$ cat config.mk
export PLATFORM = sky130hd
export DESIGN_NAME = c3ca_window
export DESIGN_NICKNAME = d
export VERILOG_FILES = /design/src/sv/assert_macros.svh /design/src/sv/c3ca_pkg.sv /design/src/sv/c3ca_window.sv
export SDC_FILE = /design/constraint.sdc
export NUM_CORES = 1
export LEC_CHECK = 0
export BUFFER_PORTS_ARGS = -buffer_cell sky130_fd_sc_hd__buf_2
export CAP_MARGIN = 20
export CORE_MARGIN = 4
export CORE_UTILIZATION = 50
export CTS_BUF_LIST = sky130_fd_sc_hd__clkbuf_16
export DETAILED_ROUTE_END_ITERATION = 7
export GPL_TIMING_DRIVEN = 0
export PLACE_DENSITY = 0.69
export SKIP_CTS_REPAIR_TIMING = 1
export SLEW_MARGIN = 20
export SYNTH_ARGS = -nofsm -noshare
export SYNTH_HDL_FRONTEND = slang
export SYNTH_SLANG_ARGS = --single-unit
$ cat constraint.sdc
create_clock -name aclk -period 7.4 [get_ports aclk]
set_input_delay 0.37 -clock aclk [delete_from_list [all_inputs] [get_ports aclk]]
set_output_delay 0.37 -clock aclk [all_outputs]
set_load 0.02 [all_outputs]
$ cat src/sv/assert_macros.svh
// Assertion helpers used by the top-level RTL file.
`ifndef ASSERT_MACROS_SVH
`define ASSERT_MACROS_SVH

// Property checked on every rising edge outside reset.
`define C3CA_ASSERT(name, clk, rstn, prop, msg) \
    name: assert property (@(posedge clk) disable iff (!rstn) prop) else $error(msg);

// Property checked on the edge that follows a cycle spent in reset.
`define C3CA_ASSERT_RST(name, clk, rstn, prop, msg) \
    name: assert property (@(posedge clk) !rstn |=> prop) else $error(msg);

`endif

$ cat src/sv/c3ca_pkg.sv
package c3ca_pkg;

    localparam int PIX_W       = 8;
    localparam int FRAC_W      = 4;
    localparam int KERN_W      = 3 * PIX_W;
    localparam int CFG_WIDTH_W = 11;
    localparam int CFG_HGT_W   = 13;
    localparam int CFG_DATA_W  = KERN_W;
    localparam int CFG_ADDR_W  = 3;
    localparam int PROD_W      = 2 * PIX_W + 1;
    localparam int RSUM_W      = PROD_W + 2;
    localparam int TOT_W       = RSUM_W + 2;

    localparam int MIN_DIM  = 3;
    localparam int WIN_EDGE = 2;
    localparam int PIX_MAX  = 255;

    localparam logic [CFG_WIDTH_W-1:0] RST_WIDTH  = CFG_WIDTH_W'(1024);
    localparam logic [CFG_HGT_W-1:0]   RST_HEIGHT = CFG_HGT_W'(1024);
    localparam logic [KERN_W-1:0]      RST_K_TOP  = '0;
    localparam logic [KERN_W-1:0]      RST_K_MID  = KERN_W'(24'h001000);
    localparam logic [KERN_W-1:0]      RST_K_BOT  = '0;

    typedef logic [PIX_W-1:0]         pix_t;
    typedef logic [KERN_W-1:0]        kern_t;
    typedef logic signed [PROD_W-1:0] prod_t;
    typedef logic signed [RSUM_W-1:0] rsum_t;
    typedef logic signed [TOT_W-1:0]  tot_t;

    localparam tot_t CONV_SAT = TOT_W'(PIX_MAX * (1 << FRAC_W));

    typedef enum logic [CFG_ADDR_W-1:0] {
        CFG_WIDTH  = 3'd0,
        CFG_HEIGHT = 3'd1,
        CFG_K_TOP  = 3'd2,
        CFG_K_MID  = 3'd3,
        CFG_K_BOT  = 3'd4
    } cfg_idx_t;

    // Per-word side information carried down the pipeline.
    typedef struct packed {
        logic produce;
        logic last;
        pix_t acc;
    } tag_t;

    function automatic logic [PIX_W-1:0] kbyte(input kern_t k, input int idx);
        return k[PIX_W*idx +: PIX_W];
    endfunction

    // Signed Q4.4 coefficient times unsigned pixel, exact.
    function automatic prod_t coef_mul(input logic [PIX_W-1:0] c, input pix_t p);
        logic signed [PIX_W:0] pe;
        pe = $signed({1'b0, p});
        return PROD_W'($signed(c) * pe);
    endfunction

endpackage

$ cat src/sv/c3ca_window.sv
module c3ca_window (
    input  logic                    aclk,
    input  logic                    aresetn,
    input  logic                    en,
    input  c3ca_pkg::pix_t          top,
    input  c3ca_pkg::pix_t          mid,
    input  c3ca_pkg::pix_t          pix,
    input  c3ca_pkg::kern_t         k_top,
    input  c3ca_pkg::kern_t         k_mid,
    input  c3ca_pkg::kern_t         k_bot,
    output c3ca_pkg::prod_t [8:0]   prod
);
    import c3ca_pkg::*;

    pix_t            win_reg [6];
    prod_t [8:0]     prod_reg;

    always_ff @(posedge aclk) begin
        if (!aresetn) begin
            for (int i = 0; i < 6; i++) begin
                win_reg[i] <= '0;
            end
        end else if (en) begin
            win_reg[0] <= win_reg[1];
            win_reg[1] <= top;
            win_reg[2] <= win_reg[3];
            win_reg[3] <= mid;
            win_reg[4] <= win_reg[5];
            win_reg[5] <= pix;
        end
    end

    always_ff @(posedge aclk) begin
        if (en) begin
            prod_reg[0] <= coef_mul(kbyte(k_top, 0), win_reg[0]);
            prod_reg[1] <= coef_mul(kbyte(k_top, 1), win_reg[1]);
            prod_reg[2] <= coef_mul(kbyte(k_top, 2), top);
            prod_reg[3] <= coef_mul(kbyte(k_mid, 0), win_reg[2]);
            prod_reg[4] <= coef_mul(kbyte(k_mid, 1), win_reg[3]);
            prod_reg[5] <= coef_mul(kbyte(k_mid, 2), mid);
            prod_reg[6] <= coef_mul(kbyte(k_bot, 0), win_reg[4]);
            prod_reg[7] <= coef_mul(kbyte(k_bot, 1), win_reg[5]);
            prod_reg[8] <= coef_mul(kbyte(k_bot, 2), pix);
        end
    end

    assign prod = prod_reg;

endmodule

# After elaboration in Yosys (flattened, before gate mapping)
# Memories as Yosys holds them, arrays and structs flattened.
# Cells that the tools add are included.
# op_classes
bitwise_logic	6
n_mul	9
n_mux	10
# op_table
cell	count
$mul 8x9->17	9
$mux 8	6
$or 1x1->1	6
$mux 1	4
# totals
mem_count	1
inputBits	99
wordCells	35
ff_bits	153
output_inout_bits	153
ram_bits	48
# mem_list
memory	words	width	rd	rd_clocked_by_memory_dff	write_ports	line_no	rtl
win_reg	6	8	6	0	6	c3ca_window.sv:15	pix_t win_reg [6];

# Logic depth before layout (Yosys ltp)
# logic_depth
word_depth	4
depth_mapped	17
mapped_depth_nobuf	17

# Worst setup path after synthesis
# No wires, ideal clock.
# synth_path
kind	reg2reg
from	memory win_reg[0][39] (netlist name)
to	register prod_reg (netlist bit prod[117]), data pin
period_less_slack_ns	4.107
n_path_buf	0
arrival_ns	3.846
required_time_ns	7.138
slack_ns	3.293
setup_time_ns	0.262
stages_incl_launch_ff	13
path_cell_list	edfxtp_1 and2_1 fa_1 fa_1 fa_1 inv_1 fa_1 inv_1 ha_1 or3_1 o32ai_4 o21ai_1 xor2_1
# synth_lines
element	line_no	rtl
start: declaration	c3ca_window.sv:15	
end: declaration	c3ca_window.sv:16	prod_t [8:0] prod_reg;

==> flow_summary.toml <==
[cells_and_area]
layout.cells.non_filler = 3625
area_delta_synth_final_pct = 11.62
final_layout_size_suffix_gt1_frac = 0.1067
final_area_um2 = 29650
largest_register_ffs = 153
final_nets = 3722
fin_util = 0.5642

[setup_path]
ff2ff_path_depth = 13
cpPeakStageDelay_ns = 0.56
startpoint_type = "register"
crit_chain = "and2_1 -> fa_1 -> fa_1 -> fa_1 -> inv_1 -> fa_1 -> inv_1 -> ha_1 -> o21ai_0 -> a21oi_1 -> o21ai_0 -> o211ai_1 -> o211a_1"
crit_arrival_ns = 4.80
cpMaxStageDelayCell = "edfxtp_1"
critPathRequiredTime_ns = 7.71
crit_fanout = 9
worstSetupPathType = "reg -> reg"
end_kind = "register"
cpMostUsedCell = "fa_1"

[global_route]
overflow = 0
grt_max_degree = 86
antenna_found_initial = 16
grtUsageTotal = 0.2094
grt_pass1_vias = 20432
grt_first_pass_wirelength_um = 99040

[timing]
hold_viol_final = 0
tightest_slew_ns = 0.6953
period_needed_ns = 4.484
final-max-slew-violation-count = 0
final.setup_skew_ns = 0.01173
rsz0062_at_grt = "false"
relSlewSlack = 0.5362
finalSetupViolations = 0
fmax_ghz = 0.2230
tns_ns = 0
fin_crit_sh = 0.6059

[route]
drt_iter0_drc = 837
postRouteAntennaNets = 0
routedWlPerCell_um = 16.10
routed.top_layer = "met5"
drc = 0
first_pass_iters = 5
vias_per_cell = 5.282
via_count = 19147
met3_length_um = 3028
wl_met2_um = 29680
wl_um = 58350
met1Wirelength_um = 24480

[die]
die_area_um2 = 56880
core_area_um2 = 52550
fp.dieW_um = 238.5
pin_count = 252
die_h_um = 238.5
fp-row-count = 84
start_util = 0.5055

[cts]
h-tree-depth = 1
clkSlewWorstSetupHoldPaths_ns = 0.06
cts_root_buf = "clkbuf_16"
cts.sinks = 201
worstSkewPairLatency_ns = 0.56
cts_buffers = 28
clockBufferDepth = 3
cts_tree = "built"

[power_and_ir_drop]
intPower_mw = 4.216
power_density_nw_per_um2 = 246.7
power.share.switching = 0.4237
ir_drop_mv = 0.2972
p_sw_mw = 3.100
combPwrFrac = 0.565
sequentialPowerShare = 0.255
power.leakage_nw = 15.05
clkPwrFrac = 0.180

[yosys]
synth_area_um2 = 26560
synth_area_leader_cell = "fa_1"
syn_avg_cell_area_um2 = 10.13
yosysUniqueCellTypes = 58
yosysWarnings = 0
synth-seq-cells = 201
ys_seq_area_frac = 0.2272
ys.flop_type = "edfxtp_1"
synth_top_cell_area_share = 0.2510
synth_edf_count = 201
ys_async_sr_fraction = 0
synth_area_leaders = "fa_1 25%, edfxtp_1 23%, ha_1 18%, and2_1 8.9%, inv_1 7.3%"
netlist_instances = 2622
syn_nets = 3441

[outcome]
status = "finished, final reports clean"

[placed_design]
placed_cell_area_um2 = 28720
numPortBuffers = 250
dp.cells = 3561
gp_congestion = 0.8954
dpl.hpwl_um = 47330

[run]
drv_cap = 0

[worst_hold_path]
min_path_type = "in -> reg"
worstHoldPathCells = 2
## Yosys cell counts (all sizes together) (13+ instances only)
cell type and count:
xnor2 62, o21ai 53, and2 376, nand2 161, edfxtp 201, nor2 108, clkbuf 13, xor2 24
fa 333, a21oi 57, a211oi 30, nand2b 33, ha 387, nor3 33, a21o 41, and3 54
inv 515, nor2b 23
## kinds of logic (layout without fill, tap and decap cells)
| family | count (synthesis) | in the layout | synth area share |
|---|---|---|---|
| simple gates | 836 | 836 | 0.1712 |
| fa+ha+maj | 720 | 720 | 0.4333 |
| buf+inv | 529 | 832 | 0.07476 |
| compound gates | 248 | 248 | 0.06373 |
| flops | 201 | 201 | 0.2272 |
| xor+xnor | 86 | 86 | 0.02906 |
| mux | 2 | 2 | 0.0007537 |
| other cells | 0 | 12 | 0 |
## layout by cell type, fill, tap and decap left out, types with 9 or more instances in the layout
cell / n
xor2_1: 23
nand2_1: 161
nor2_1: 107
ha_1: 387
a211oi_1: 25
and3_1: 54
diode_2: 12
clkbuf_1: 13
a21o_1: 41
inv_1: 518
edfxtp_1: 201
a21oi_1: 57
buf_2: 249
fa_1: 333
nor3_1: 33
a31oi_1: 10
o21ai_1: 27
o211ai_1: 10
nor2b_1: 22
o21ai_0: 26
nand3_1: 9
clkbuf_16: 29
and2_1: 376
nand2b_1: 32
o21a_1: 11
xnor2_1: 62
## through the flow
step | hold WS [ns] | worst slack, ns | power [mW]
after floorplan | 0.4825 | 3.293 | 4.942
after global placement | 0.7431 | 1.623 | 5.937
after detailed placement | 0.7436 | 2.672 | 6.018
after CTS | 0.1659 | 2.956 | 7.420
after global routing | 0.1866 | 2.698 | 8.036
final | 0.2009 | 2.916 | 7.315
## area by class of cell
cell class,instances,area (um2)
inverter,516,1937
multi-input combinational,1892,18550
antenna,12,30.03
clock buffer,29,725.7
timing repair buffer,251,1289
tap,688,860.8
buffer,13,48.80
clock inverter,23,172.7
sequential,201,6036
fill,4623,22900
## per-layer routing
layer  global-route usage  vias to the layer above
met5                    0                        -
met4              0.05207                        6
met3              0.03652                       85
met2               0.3750                      387
met1               0.2644                     9585
li1                     -                     9084
## final timing paths
kind | endpoint | start | slack, ns
worst max-delay path | prod[33] | win_reg[0][14] | 2.92
worst min register to register | prod[51] | win_reg[0][16] | 0.75
worst max register to register | prod[33] | win_reg[0][14] | 2.92
worst min-delay path | prod[51] | k_mid[0] | 0.20
## critical path: cells and delay by family, from the launching register on
| family | cells | cell delay (ns) |
|---|---|---|
| adders and majority gates | 5 | 2.29 |
| DFF | 1 | 0.56 |
| and+or+nand+nor | 1 | 0.27 |
| buffers and inverters | 2 | 0.08 |
| AOI/OAI and AO/OA | 5 | 1.03 |
## power groups by stage
stage | sequential, mW | combinational (mW) | clock (mW)
CTS | 1.87 | 4.18 | 1.36
detailed placement | 1.89 | 4.13 | 0
finish | 1.87 | 4.13 | 1.32
floorplan | 2.22 | 2.72 | 0
global route | 1.90 | 4.73 | 1.41
global placement | 1.89 | 4.05 | 0
No activity file was read; power rests on OpenSTA's default activity.
