$ cat config.mk
export PLATFORM = sky130hd
export DESIGN_NAME = c3ca_reduce
export DESIGN_NICKNAME = d
export VERILOG_FILES = /design/src/sv/assert_macros.svh /design/src/sv/c3ca_pkg.sv /design/src/sv/c3ca_reduce.sv
export SDC_FILE = /design/constraint.sdc
export NUM_CORES = 1
export LEC_CHECK = 0
export ABC_AREA = 1
export BUFFER_PORTS_ARGS = -buffer_cell sky130_fd_sc_hd__buf_2
export CAP_MARGIN = 20
export CELL_PAD_IN_SITES_DETAIL_PLACEMENT = 0
export CELL_PAD_IN_SITES_GLOBAL_PLACEMENT = 1
export CORE_UTILIZATION = 39
export CTS_BUF_LIST = sky130_fd_sc_hd__clkbuf_4 sky130_fd_sc_hd__clkbuf_8
export CTS_CLUSTER_DIAMETER = 120
export DETAILED_ROUTE_END_ITERATION = 12
export PLACE_DENSITY = 0.77
export REMOVE_ABC_BUFFERS = 1
export SLEW_MARGIN = 0
export SYNTH_ARGS = -nofsm -noshare
export SYNTH_HDL_FRONTEND = slang
export SYNTH_SLANG_ARGS = --single-unit
$ cat constraint.sdc
create_clock -name aclk -period 4.2 [get_ports aclk]
set_clock_uncertainty 0.2 [all_clocks]
set_input_delay 1.26 -clock aclk [delete_from_list [all_inputs] [get_ports aclk]]
set_output_delay 1.26 -clock aclk [all_outputs]
set_load 0.01 [all_outputs]
$ cat src/sv/assert_macros.svh
// Assertion helpers used by the top-level RTL file.
`ifndef ASSERT_MACROS_SVH
`define ASSERT_MACROS_SVH

// Property checked on every rising edge outside reset.
`define C3CA_ASSERT(name, clk, rstn, prop, msg) \
    name: assert property (@(posedge clk) disable iff (!rstn) prop) else $error(msg);

// Property checked on the edge that follows a cycle spent in reset.
`define C3CA_ASSERT_RST(name, clk, rstn, prop, msg) \
    name: assert property (@(posedge clk) !rstn |=> prop) else $error(msg);

`endif

$ cat src/sv/c3ca_pkg.sv
package c3ca_pkg;

    localparam int PIX_W       = 8;
    localparam int FRAC_W      = 4;
    localparam int KERN_W      = 3 * PIX_W;
    localparam int CFG_WIDTH_W = 11;
    localparam int CFG_HGT_W   = 13;
    localparam int CFG_DATA_W  = KERN_W;
    localparam int CFG_ADDR_W  = 3;
    localparam int PROD_W      = 2 * PIX_W + 1;
    localparam int RSUM_W      = PROD_W + 2;
    localparam int TOT_W       = RSUM_W + 2;

    localparam int MIN_DIM  = 3;
    localparam int WIN_EDGE = 2;
    localparam int PIX_MAX  = 255;

    localparam logic [CFG_WIDTH_W-1:0] RST_WIDTH  = CFG_WIDTH_W'(1024);
    localparam logic [CFG_HGT_W-1:0]   RST_HEIGHT = CFG_HGT_W'(1024);
    localparam logic [KERN_W-1:0]      RST_K_TOP  = '0;
    localparam logic [KERN_W-1:0]      RST_K_MID  = KERN_W'(24'h001000);
    localparam logic [KERN_W-1:0]      RST_K_BOT  = '0;

    typedef logic [PIX_W-1:0]         pix_t;
    typedef logic [KERN_W-1:0]        kern_t;
    typedef logic signed [PROD_W-1:0] prod_t;
    typedef logic signed [RSUM_W-1:0] rsum_t;
    typedef logic signed [TOT_W-1:0]  tot_t;

    localparam tot_t CONV_SAT = TOT_W'(PIX_MAX * (1 << FRAC_W));

    typedef enum logic [CFG_ADDR_W-1:0] {
        CFG_WIDTH  = 3'd0,
        CFG_HEIGHT = 3'd1,
        CFG_K_TOP  = 3'd2,
        CFG_K_MID  = 3'd3,
        CFG_K_BOT  = 3'd4
    } cfg_idx_t;

    // Per-word side information carried down the pipeline.
    typedef struct packed {
        logic produce;
        logic last;
        pix_t acc;
    } tag_t;

    function automatic logic [PIX_W-1:0] kbyte(input kern_t k, input int idx);
        return k[PIX_W*idx +: PIX_W];
    endfunction

    // Signed Q4.4 coefficient times unsigned pixel, exact.
    function automatic prod_t coef_mul(input logic [PIX_W-1:0] c, input pix_t p);
        logic signed [PIX_W:0] pe;
        pe = $signed({1'b0, p});
        return PROD_W'($signed(c) * pe);
    endfunction

endpackage

$ cat src/sv/c3ca_reduce.sv
module c3ca_reduce (
    input  logic                    aclk,
    input  logic                    row_en,
    input  logic                    out_en,
    input  c3ca_pkg::prod_t [8:0]   prod,
    input  c3ca_pkg::tag_t          tag,
    output c3ca_pkg::pix_t          out_pixel,
    output logic                    out_last
);
    import c3ca_pkg::*;

    rsum_t   rs_reg [3];
    tag_t    tag_reg;
    pix_t    out_pix_reg;
    logic    out_last_reg;

    tot_t            total;
    pix_t            conv;
    logic [PIX_W:0]  sum_acc;
    pix_t            sat;

    always_ff @(posedge aclk) begin
        if (row_en) begin
            for (int r = 0; r < 3; r++) begin
                rs_reg[r] <= RSUM_W'($signed(prod[3*r]))
                           + RSUM_W'($signed(prod[3*r+1]))
                           + RSUM_W'($signed(prod[3*r+2]));
            end
            tag_reg <= tag;
        end
    end

    always_comb begin
        total = TOT_W'(rs_reg[0]) + TOT_W'(rs_reg[1]) + TOT_W'(rs_reg[2]);
        // Clamp to 0..255 and drop the fraction.
        if (total[TOT_W-1] || total == '0) begin
            conv = '0;
        end else if (total >= CONV_SAT) begin
            conv = pix_t'(PIX_MAX);
        end else begin
            conv = total[FRAC_W +: PIX_W];
        end
        sum_acc = {1'b0, conv} + {1'b0, tag_reg.acc};
        sat     = sum_acc[PIX_W] ? pix_t'(PIX_MAX) : sum_acc[PIX_W-1:0];
    end

    always_ff @(posedge aclk) begin
        if (out_en) begin
            out_pix_reg  <= sat;
            out_last_reg <= tag_reg.last;
        end
    end

    assign out_pixel = out_pix_reg;
    assign out_last  = out_last_reg;

endmodule
Word-level counts from Yosys, hierarchy flattened
Memories as Yosys holds them, arrays and structs flattened. Index checks and enable logic that the tools add are counted.

Bits in registers: 18. Bits in writable memories: 57. Memories: 1. Word-level logic and storage cells: 21.

Reductions and logical operators: 2. Mux-type cells: 4. Add/sub/neg operators: 9. Order comparisons: 1.

Memories: rs_reg (depth 3, width 19, rd ports 3, clocked after Yosys merged registers in 0, wr ports 3, RTL line c3ca_reduce.sv:12) `rsum_t rs_reg [3];`.

Operators by type and width (count): 18-bit by 17-bit adder with 19-bit output (3); 17-bit by 17-bit adder with 18-bit output (3); 20-bit by 19-bit adder with 21-bit output (1); 21-bit by 13-bit greater-or-equal comparator with 1-bit output, second input constant (1); 21-bit logical NOT (1); 19-bit by 19-bit adder with 20-bit output (1); 8-bit 2-to-1 mux (2); 8-bit by 8-bit adder with 9-bit output (1); 1-bit 2-to-1 mux (2); 1-bit logical OR (1).

Longest topological paths before layout
Gate-level depths: netlist of run 1.

Word-level depth: 6. Mapped depth: 31.

Worst setup path after synthesis of run 1
OpenSTA, ideal clock, no wires.

Path kind: register -> register. Start point: mem rs_reg[0][1] (netlist bit). End point: reg out_pix_reg[5], in the netlist out_pixel[5], data pin. Library setup time: 0.282 ns. Path slack: -0.243 ns. Stages on the path, launching flop included: 28. Required time: 3.718 ns. Arrival: 3.961 ns. Cells stage by stage: edfxtp_1 -> fa_1 -> ha_1 -> inv_1 -> fa_1 -> inv_1 -> nand2_1 -> nand2_1 -> nand3_1 -> nand2_2 -> nand2_1 -> nand2_1 -> nand2_1 -> nand2_1 -> inv_1 -> nor2_1 -> nand2_1 -> o21ai_4 -> a21oi_1 -> ha_1 -> inv_1 -> fa_1 -> o211a_1 -> o21ai_0 -> nand2_1 -> nand2_1 -> a21oi_1 -> o21ai_0.

RTL lines: from (decl) (RTL line c3ca_reduce.sv:12); to (signal assigned) (RTL line c3ca_reduce.sv:49) `out_pix_reg <= sat;`; to (decl) (RTL line c3ca_reduce.sv:14) `pix_t out_pix_reg;`.

==> metrics.log, run 1 <==
[metrics] remaining antenna violation count after routing: 0
[metrics] critical hold path startpoint: tag_reg[8]
[metrics] number of warnings issued by yosys: 0
[metrics] Detailed Route WL: 17.42 mm
[metrics] Final Cycle Share: 1.069
[metrics] flip-flop count of the largest register, all copies and words added: 57
[metrics] largest area contributor in the netlist: edfxtp_1
[metrics] largest net degree at the start of global routing: 27
[metrics] distinct cell type count after synthesis: 32
[metrics] top-level I/O count: 175
[metrics] setup repair after global routing missed its margin: true
[metrics] Max-slew headroom: 0.5423
[metrics] clock buffer count from CTS: 9
[metrics] core box area: 19530 µm²
[metrics] Reg-to-Reg End: out_pixel[6]
[metrics] Startpoint Class: register
[metrics] run status: finished with violations
[metrics] number of failing setup endpoints in the final timing report: 8
[metrics] final estimated routing congestion in global placement: ~0.81
[metrics] number of I/O port buffers: about 170
[metrics] number of DRC violations after detailed routing: 0
[metrics] detailed-route via count: around 6500
[metrics] area of the mapped netlist: about 7800 µm²
[metrics] global-route wire length before repair: around 30 mm
[metrics] number of maximum-capacitance violations: 0
[metrics] Hold Crit Endpoint: out_last
[metrics] area of combinational cells with multiple inputs: 5236 µm²
[metrics] width of the die: around 140 µm
[metrics] DP Cell Count: roughly 1400
[metrics] largest fanout on the critical path: 4
[metrics] final-report max-slew violation count: 0
[metrics] count of TritonRoute iterations in the first routing pass: 5
[metrics] final standard cell utilization of the core: 0.5162
[metrics] proportion of synthesized chip area in sequential cells: 0.2880
[metrics] leakage: about 5.1 nW
[metrics] post-route worst setup slack: -0.2886 ns
[metrics] TritonCTS clock tree: yes
[metrics] cell types occupying the most area after synthesis: edfxtp_1, fa_1, ha_1
[metrics] synthesis-to-finish area growth: 28.92%
[metrics] Synth top area share: 0.2880
[metrics] Post-CTS Hold Fix Bufs: 0
[metrics] instance count of the mapped netlist: a little under 900
[metrics] placed wire-length estimate after detailed placement: approximately 15 mm
[metrics] Initial DRC Count: around 270
[metrics] Finished Layout Cells: 1426
[metrics] CTS max path bufs: 2
[metrics] shortest period the worst path allows: around 4.5 ns
[metrics] failing checks: negative setup slack
[metrics] Antenna diodes: 0
[metrics] path depth of the worst reg2reg path: 24
[metrics] height of the chip: 143.6 µm
[metrics] largest voltage drop on the vdd net: roughly 0.00047 V
[metrics] classification of the worst setup path: register to register
[metrics] layout cell share with drive strength beyond 1: 0.3101
[metrics] layout net count: between 1000 and 1500
[metrics] wire length per cell: roughly 12 µm
[metrics] number of global-route vias before repair: between 6000 and 7000
[metrics] post-synthesis sequential element count: 75
[metrics] endpoint arrival time on the critical path: 4.41 ns
[metrics] clock transition at the registers of the reported paths: roughly 0.080 ns
[metrics] Clock Root Buffer: clkbuf_8
[metrics] layout filler cell count: approximately 1900
[metrics] worst reg2reg startpoint: rs_reg[0][1]
[metrics] average cell area after synthesis: a little under 9 µm²
[metrics] initial antenna violation count: 0
[metrics] CTS sink cnt: 75
[metrics] Sequential cell area: roughly 2300 µm²
[metrics] actual transition at the worst max-transition pin: 0.6794 ns
[metrics] Pwr Density: 911.4 nW/µm²
[metrics] cell row count: ~50
[metrics] Data required, critical path: 4.12 ns
[metrics] starting density of the core: 0.4004
[metrics] pre-CTS worst setup slack: -0.7498 ns
[metrics] per-cell via count in the routed design: 4.588
[metrics] minimum setup slack among reg-to-reg paths: -0.29 ns
[metrics] endpoint type of the worst setup path: register
[metrics] count of H-tree levels built during CTS: 3
[metrics] Max Fclk: roughly 220 MHz
[metrics] hold violation count in the final report: 0
[metrics] die area: just over 20000 µm²
[metrics] clock latency of the later-clocked register in the worst-skew pair: 0.37 ns
[metrics] final global-route overflow total: 0
[metrics] class of the tightest hold or removal check: register to register
[metrics] setup TNS: -1.753 ns
[metrics] number of cells on the worst hold path: 0
[metrics] overall global routing resource usage: 0.1828
[synth_stat cells]
master	count
a31oi_1	1
nand2_1	225
nand4_1	7
nand2_2	10
nor2_2	4
a21oi_4	1
xnor2_1	17
xor2_1	29
o31ai_1	3
nor2_1	43
nand3_2	2
inv_1	132
o21ai_2	5
inv_2	4
a21boi_0	4
o21bai_1	1
o21ai_4	1
fa_1	75
buf_4	1
a21o_1	6
a21boi_1	1
o211a_1	1
edfxtp_1	75
a21oi_1	63
o21ai_0	18
nor3_1	5
nand3_1	53
ha_1	78
a21oi_2	2
nand3b_1	8
o21ai_1	3
o2111ai_1	2
[where the power goes]
group	total (W)	switching (W)	internal [W]
Sequential	0.00131	0.0000984	0.00121
Combinational	0.00739	0.00390	0.00349
Clock	0.000487	0.000276	0.000211
[final cells by class]
class / count / area share
Clock buffer: 9 / 0.01229
Clock inverter: 7 / 0.004220
Timing Repair Buffer: 266 / 0.1570
Tap cell: 265 / 0.03289
Multi-Input combinational cell: 668 / 0.5195
Sequential cell: 75 / 0.2234
Inverter: 136 / 0.05065
[worst max path at each step]
stage | end | cells after the start | from
5_1_grt | out_pixel[6] | 26 | rs_reg[0][1]
3_5_place_dp | out_pixel[5] | 27 | rs_reg[0][1]
2_1_floorplan | out_pixel[5] | 27 | rs_reg[0][1]
3_3_place_gp | out_pixel[5] | 27 | rs_reg[0][1]
6_report | out_pixel[6] | 24 | rs_reg[0][1]
4_1_cts | out_pixel[6] | 24 | rs_reg[0][1]
[per-layer routing]
metal  wire, µm  track usage  up-vias
met3        576      0.03032       24
met1       7636       0.2183     2953
met2       8865       0.3321      128
li1           -            -     3437
met5          0            0        -
met4        336      0.05935        0
[cell usage in the layout, fill, tap and decap left out, drive strengths merged, types with 17 or more instances in the layout]
cell / n
o21ai: 27
edfxtp: 75
xor2: 29
nand3: 55
xnor2: 17
nand2: 235
a21oi: 66
inv: 137
buf: 266
nor2: 47
fa: 75
ha: 78
[metrics by stage]
| stage | cell area [µm²] | hold WS (ns) | power [W] |
|---|---|---|---|
| after floorplan | 7811 | 0.2003 | 0.005361 |
| after global placement | 9617 | 0.2067 | 0.007644 |
| after detailed placement | 9617 | 0.2092 | 0.007755 |
| after CTS | 9927 | 0.2278 | 0.008747 |
| after global routing | 10080 | 0.2283 | 0.01022 |
| final | 10080 | 0.2243 | 0.009187 |
[worst max-delay path: stages (launching register included)]
cell      delay (ns)
edfxtp_1        0.40
fa_1            0.56
ha_2            0.19
inv_2           0.04
fa_2            0.36
inv_2           0.10
nand2_2         0.05
nand2_2         0.08
nand3_2         0.09
nand2_4         0.10
xor2_2          0.18
nand3_1         0.10
nor2_1          0.10
nor2_1          0.05
nand3_1         0.09
nand2_2         0.10
a21oi_2         0.17
ha_2            0.21
inv_2           0.04
fa_2            0.35
o211a_1         0.26
o21ai_2         0.14
buf_4           0.14
xnor2_2         0.10
nand2_1         0.07
[timing repair]
action,CTS,global route
resized for setup,25,38
pin swaps,13,22
setup endpoints to repair,8,8
setup buffers,9,3
hold endpoints to repair,0,0
[logic make-up (layout without fill, tap and decap cells)]
logic type / Yosys count / in the layout / synth area share
xor+xnor: 46 / 46 / 0.05153
fa+ha+maj: 153 / 153 / 0.3169
compound gates: 112 / 112 / 0.08450
flops: 75 / 75 / 0.2880
buf+inv: 137 / 418 / 0.06625
simple gates: 357 / 357 / 0.1928
Power figures use the tool's default switching activity.
==> run 2: changes to the inputs <==
CELL_PAD_IN_SITES_DETAIL_PLACEMENT = unset   (was 0)
CELL_PAD_IN_SITES_GLOBAL_PLACEMENT = unset   (was 1)
CORE_UTILIZATION = 52   (was 39)
==> run 2 against run 1 <==
  * The run still ends with negative setup slack left
  * Critical path depth is 1 higher
  * Core utilization up 16 points
  * Register-to-register slack got worse by 0.05 ns
  * Critical endpoint is now out_pixel[7]
  * Largest cell class unchanged
  * Largest power group unchanged
  * Highest routed layer unchanged
==> metrics.log, run 2 (synthesis results as in run 1) <==
[metrics] endpoint arrival time on the critical path: 4.46 ns
[metrics] internal power contribution: roughly 0.0048 W
[metrics] number of I/O port buffers: between 150 and 200
[metrics] endpoint type of the worst setup path: register
[metrics] number of maximum-capacitance violations: 0
[metrics] clock buffer count from CTS: 9
[metrics] height of the chip: 124.6 µm
[metrics] count of H-tree levels built during CTS: 3
[metrics] clock transition at the registers of the reported paths: around 0.080 ns
[metrics] total net switching power: around 0.0042 W
[metrics] worst reg2reg startpoint: rs_reg[0][20]
[metrics] number of global-route vias before repair: ~6600
[metrics] flip-flop count of the largest register, all copies and words added: 57
[metrics] number of DRC violations after detailed routing: 0
[metrics] Data required, critical path: ~4.1 ns
[metrics] top-level I/O count: around 180
[metrics] post-route worst setup slack: -0.3372 ns
[metrics] most common library cell in the layout ignoring fill and taps: nand2_1
[metrics] width of the die: ~120 µm
[metrics] crit path to: out_pixel[7]
[metrics] classification of the worst setup path: register to register
[metrics] starting density of the core: 0.5359
[metrics] minimum setup slack among reg-to-reg paths: -0.34 ns
[metrics] layout cell share with drive strength beyond 1: 0.2907
[metrics] CTS sink cnt: 75
[metrics] TritonCTS clock tree: yes
[metrics] placed wire-length estimate after detailed placement: roughly 14 mm
[metrics] clock latency of the later-clocked register in the worst-skew pair: ~0.38 ns
[metrics] setup TNS: -2.522 ns
[metrics] shortest period the worst path allows: 4.537 ns
[metrics] count of TritonRoute iterations in the first routing pass: 5
[metrics] final global-route overflow total: 0
[metrics] Finished Layout Cells: around 1300
[metrics] failing checks: negative setup slack
[metrics] detailed-route via count: 6640
[metrics] Final Cycle Share: 1.080
[metrics] largest net degree at the start of global routing: 30
[metrics] hold violation count in the final report: 0
[metrics] class of the tightest hold or removal check: register to register
[metrics] largest voltage drop on the vdd net: 0.0005282 V
[metrics] leakage: ~5.0 nW
[metrics] initial antenna violation count: 0
[metrics] Initial DRC Count: between 200 and 300
[metrics] actual transition at the worst max-transition pin: around 0.43 ns
[metrics] path depth of the worst reg2reg path: 25
[metrics] Antenna diodes: 0
[metrics] final-report max-slew violation count: 0
[metrics] cell row count: between 40 and 50
[metrics] overall global routing resource usage: 0.2270
[metrics] share of power burned in the clock network: 0.069
[metrics] switching power as a share of total power: 0.4638
[metrics] DP Cell Count: between 1000 and 1500
[metrics] core box area: around 15000 µm²
[metrics] global-route wire length before repair: around 28 mm
[metrics] Max Fclk: 220.4 MHz
[metrics] number of failing setup endpoints in the final timing report: 8
[metrics] CTS max path bufs: 2
[metrics] final standard cell utilization of the core: 0.6769
[metrics] CP startpoint: rs_reg[0][20]
[metrics] remaining antenna violation count after routing: 0
[metrics] power share of the sequential group: 0.146
[metrics] Max-slew headroom: 0.7164
[metrics] most used cells in the layout excluding fill and tap cells: nand2_1, buf_2, inv_1
[metrics] per-cell via count in the routed design: approximately 5
[metrics] layout net count: about 1500
[metrics] Reg-to-Reg End: out_pixel[7]
[metrics] Pwr Density: just over 900 nW/µm²
[metrics] Clock Root Buffer: clkbuf_8
[metrics] Detailed Route WL: approximately 17 mm
[metrics] final estimated routing congestion in global placement: 0.9231
[metrics] Startpoint Class: register
[metrics] wire length per cell: 12.66 µm
[metrics] layout filler cell count: between 1000 and 1500
[metrics] die area: ~16000 µm²
[metrics] setup repair after global routing missed its margin: true
[metrics] synthesis-to-finish area growth: 26.31%
[metrics] power share of the combinational group: 0.784
[metrics] largest fanout on the critical path: 8
[metrics] run status: finished with violations
run 2: per-layer routing:
metal,global-route usage,vias up,wire length [µm]
met5,0,-,0
met4,0.07371,0,342
met3,0.03952,27,598
met2,0.4283,145,8880
met1,0.2563,3068,6960
li1,-,3400,-
run 2: power groups by stage:
stage / registers [W] / logic, W / clock network (W)
floorplan: 0.00133 / 0.00404 / 0
global placement: 0.00133 / 0.00606 / 0
detailed placement: 0.00134 / 0.00623 / 0
CTS: 0.00132 / 0.00667 / 0.000638
global route: 0.00134 / 0.00799 / 0.000665
finish: 0.00132 / 0.00707 / 0.000625
run 2: layout make-up:
class                           count  area (µm²)  area share
Inverter                          136       510.5     0.05169
Clock inverter                      7       101.3     0.01026
Multi-Input combinational cell    668        5210      0.5276
Tap cell                          184       230.2     0.02331
Clock buffer                        9       123.9     0.01254
Sequential cell                    75        2252      0.2281
Timing Repair Buffer              247        1448      0.1466
run 2: worst min path at each step:
stage | slack, ns | cells after the start | to | from
6_report | 0.23 | 0 | out_last | tag_reg[8]
5_1_grt | 0.23 | 0 | out_last | tag_reg[8]
4_1_cts | 0.23 | 0 | out_last | tag_reg[8]
3_5_place_dp | 0.22 | 0 | out_last | tag_reg[8]
3_3_place_gp | 0.20 | 0 | out_last | tag_reg[8]
2_1_floorplan | 0.20 | 0 | out_last | tag_reg[8]
run 2: worst max-delay path: stages (launching register included):
cell and delay, ns:
edfxtp_1 0.40, fa_1 0.55, ha_2 0.19, inv_2 0.04
fa_2 0.38, buf_6 0.13, xnor2_2 0.12, nor3_2 0.20
nand3_1 0.10, nor2_1 0.12, nand3b_1 0.08, nor2_1 0.11
nand2_1 0.10, o21ai_4 0.24, buf_6 0.13, a21oi_2 0.03
ha_2 0.19, inv_2 0.06, fa_2 0.20, o211a_1 0.19
o21ai_2 0.06, nand2_1 0.06, nand2_1 0.05, a21oi_2 0.13
buf_6 0.15, nand3b_1 0.07
run 2: repair_timing:
| action | in CTS | in global routing |
|---|---|---|
| endpoints found under the setup margin | 8 | 8 |
| pin swaps | 11 | 23 |
| hold buffers | 0 | 0 |
| resized for setup | 28 | 25 |
| hold endpoints to repair | 0 | 0 |
| buffers inserted | 5 | 3 |
run 2: stage by stage:
| stage | hold slack [ns] | total power [W] | area (µm²) | setup slack, ns |
|---|---|---|---|---|
| floorplan | 0.2003 | 0.005361 | 7811 | -0.2456 |
| global placement | 0.2050 | 0.007390 | 9403 | -0.3429 |
| detailed placement | 0.2220 | 0.007564 | 9403 | -0.4956 |
| CTS | 0.2272 | 0.008626 | 9757 | -0.2762 |
| global route | 0.2324 | 0.009997 | 9876 | -0.6565 |
| finish | 0.2254 | 0.009015 | 9876 | -0.3372 |
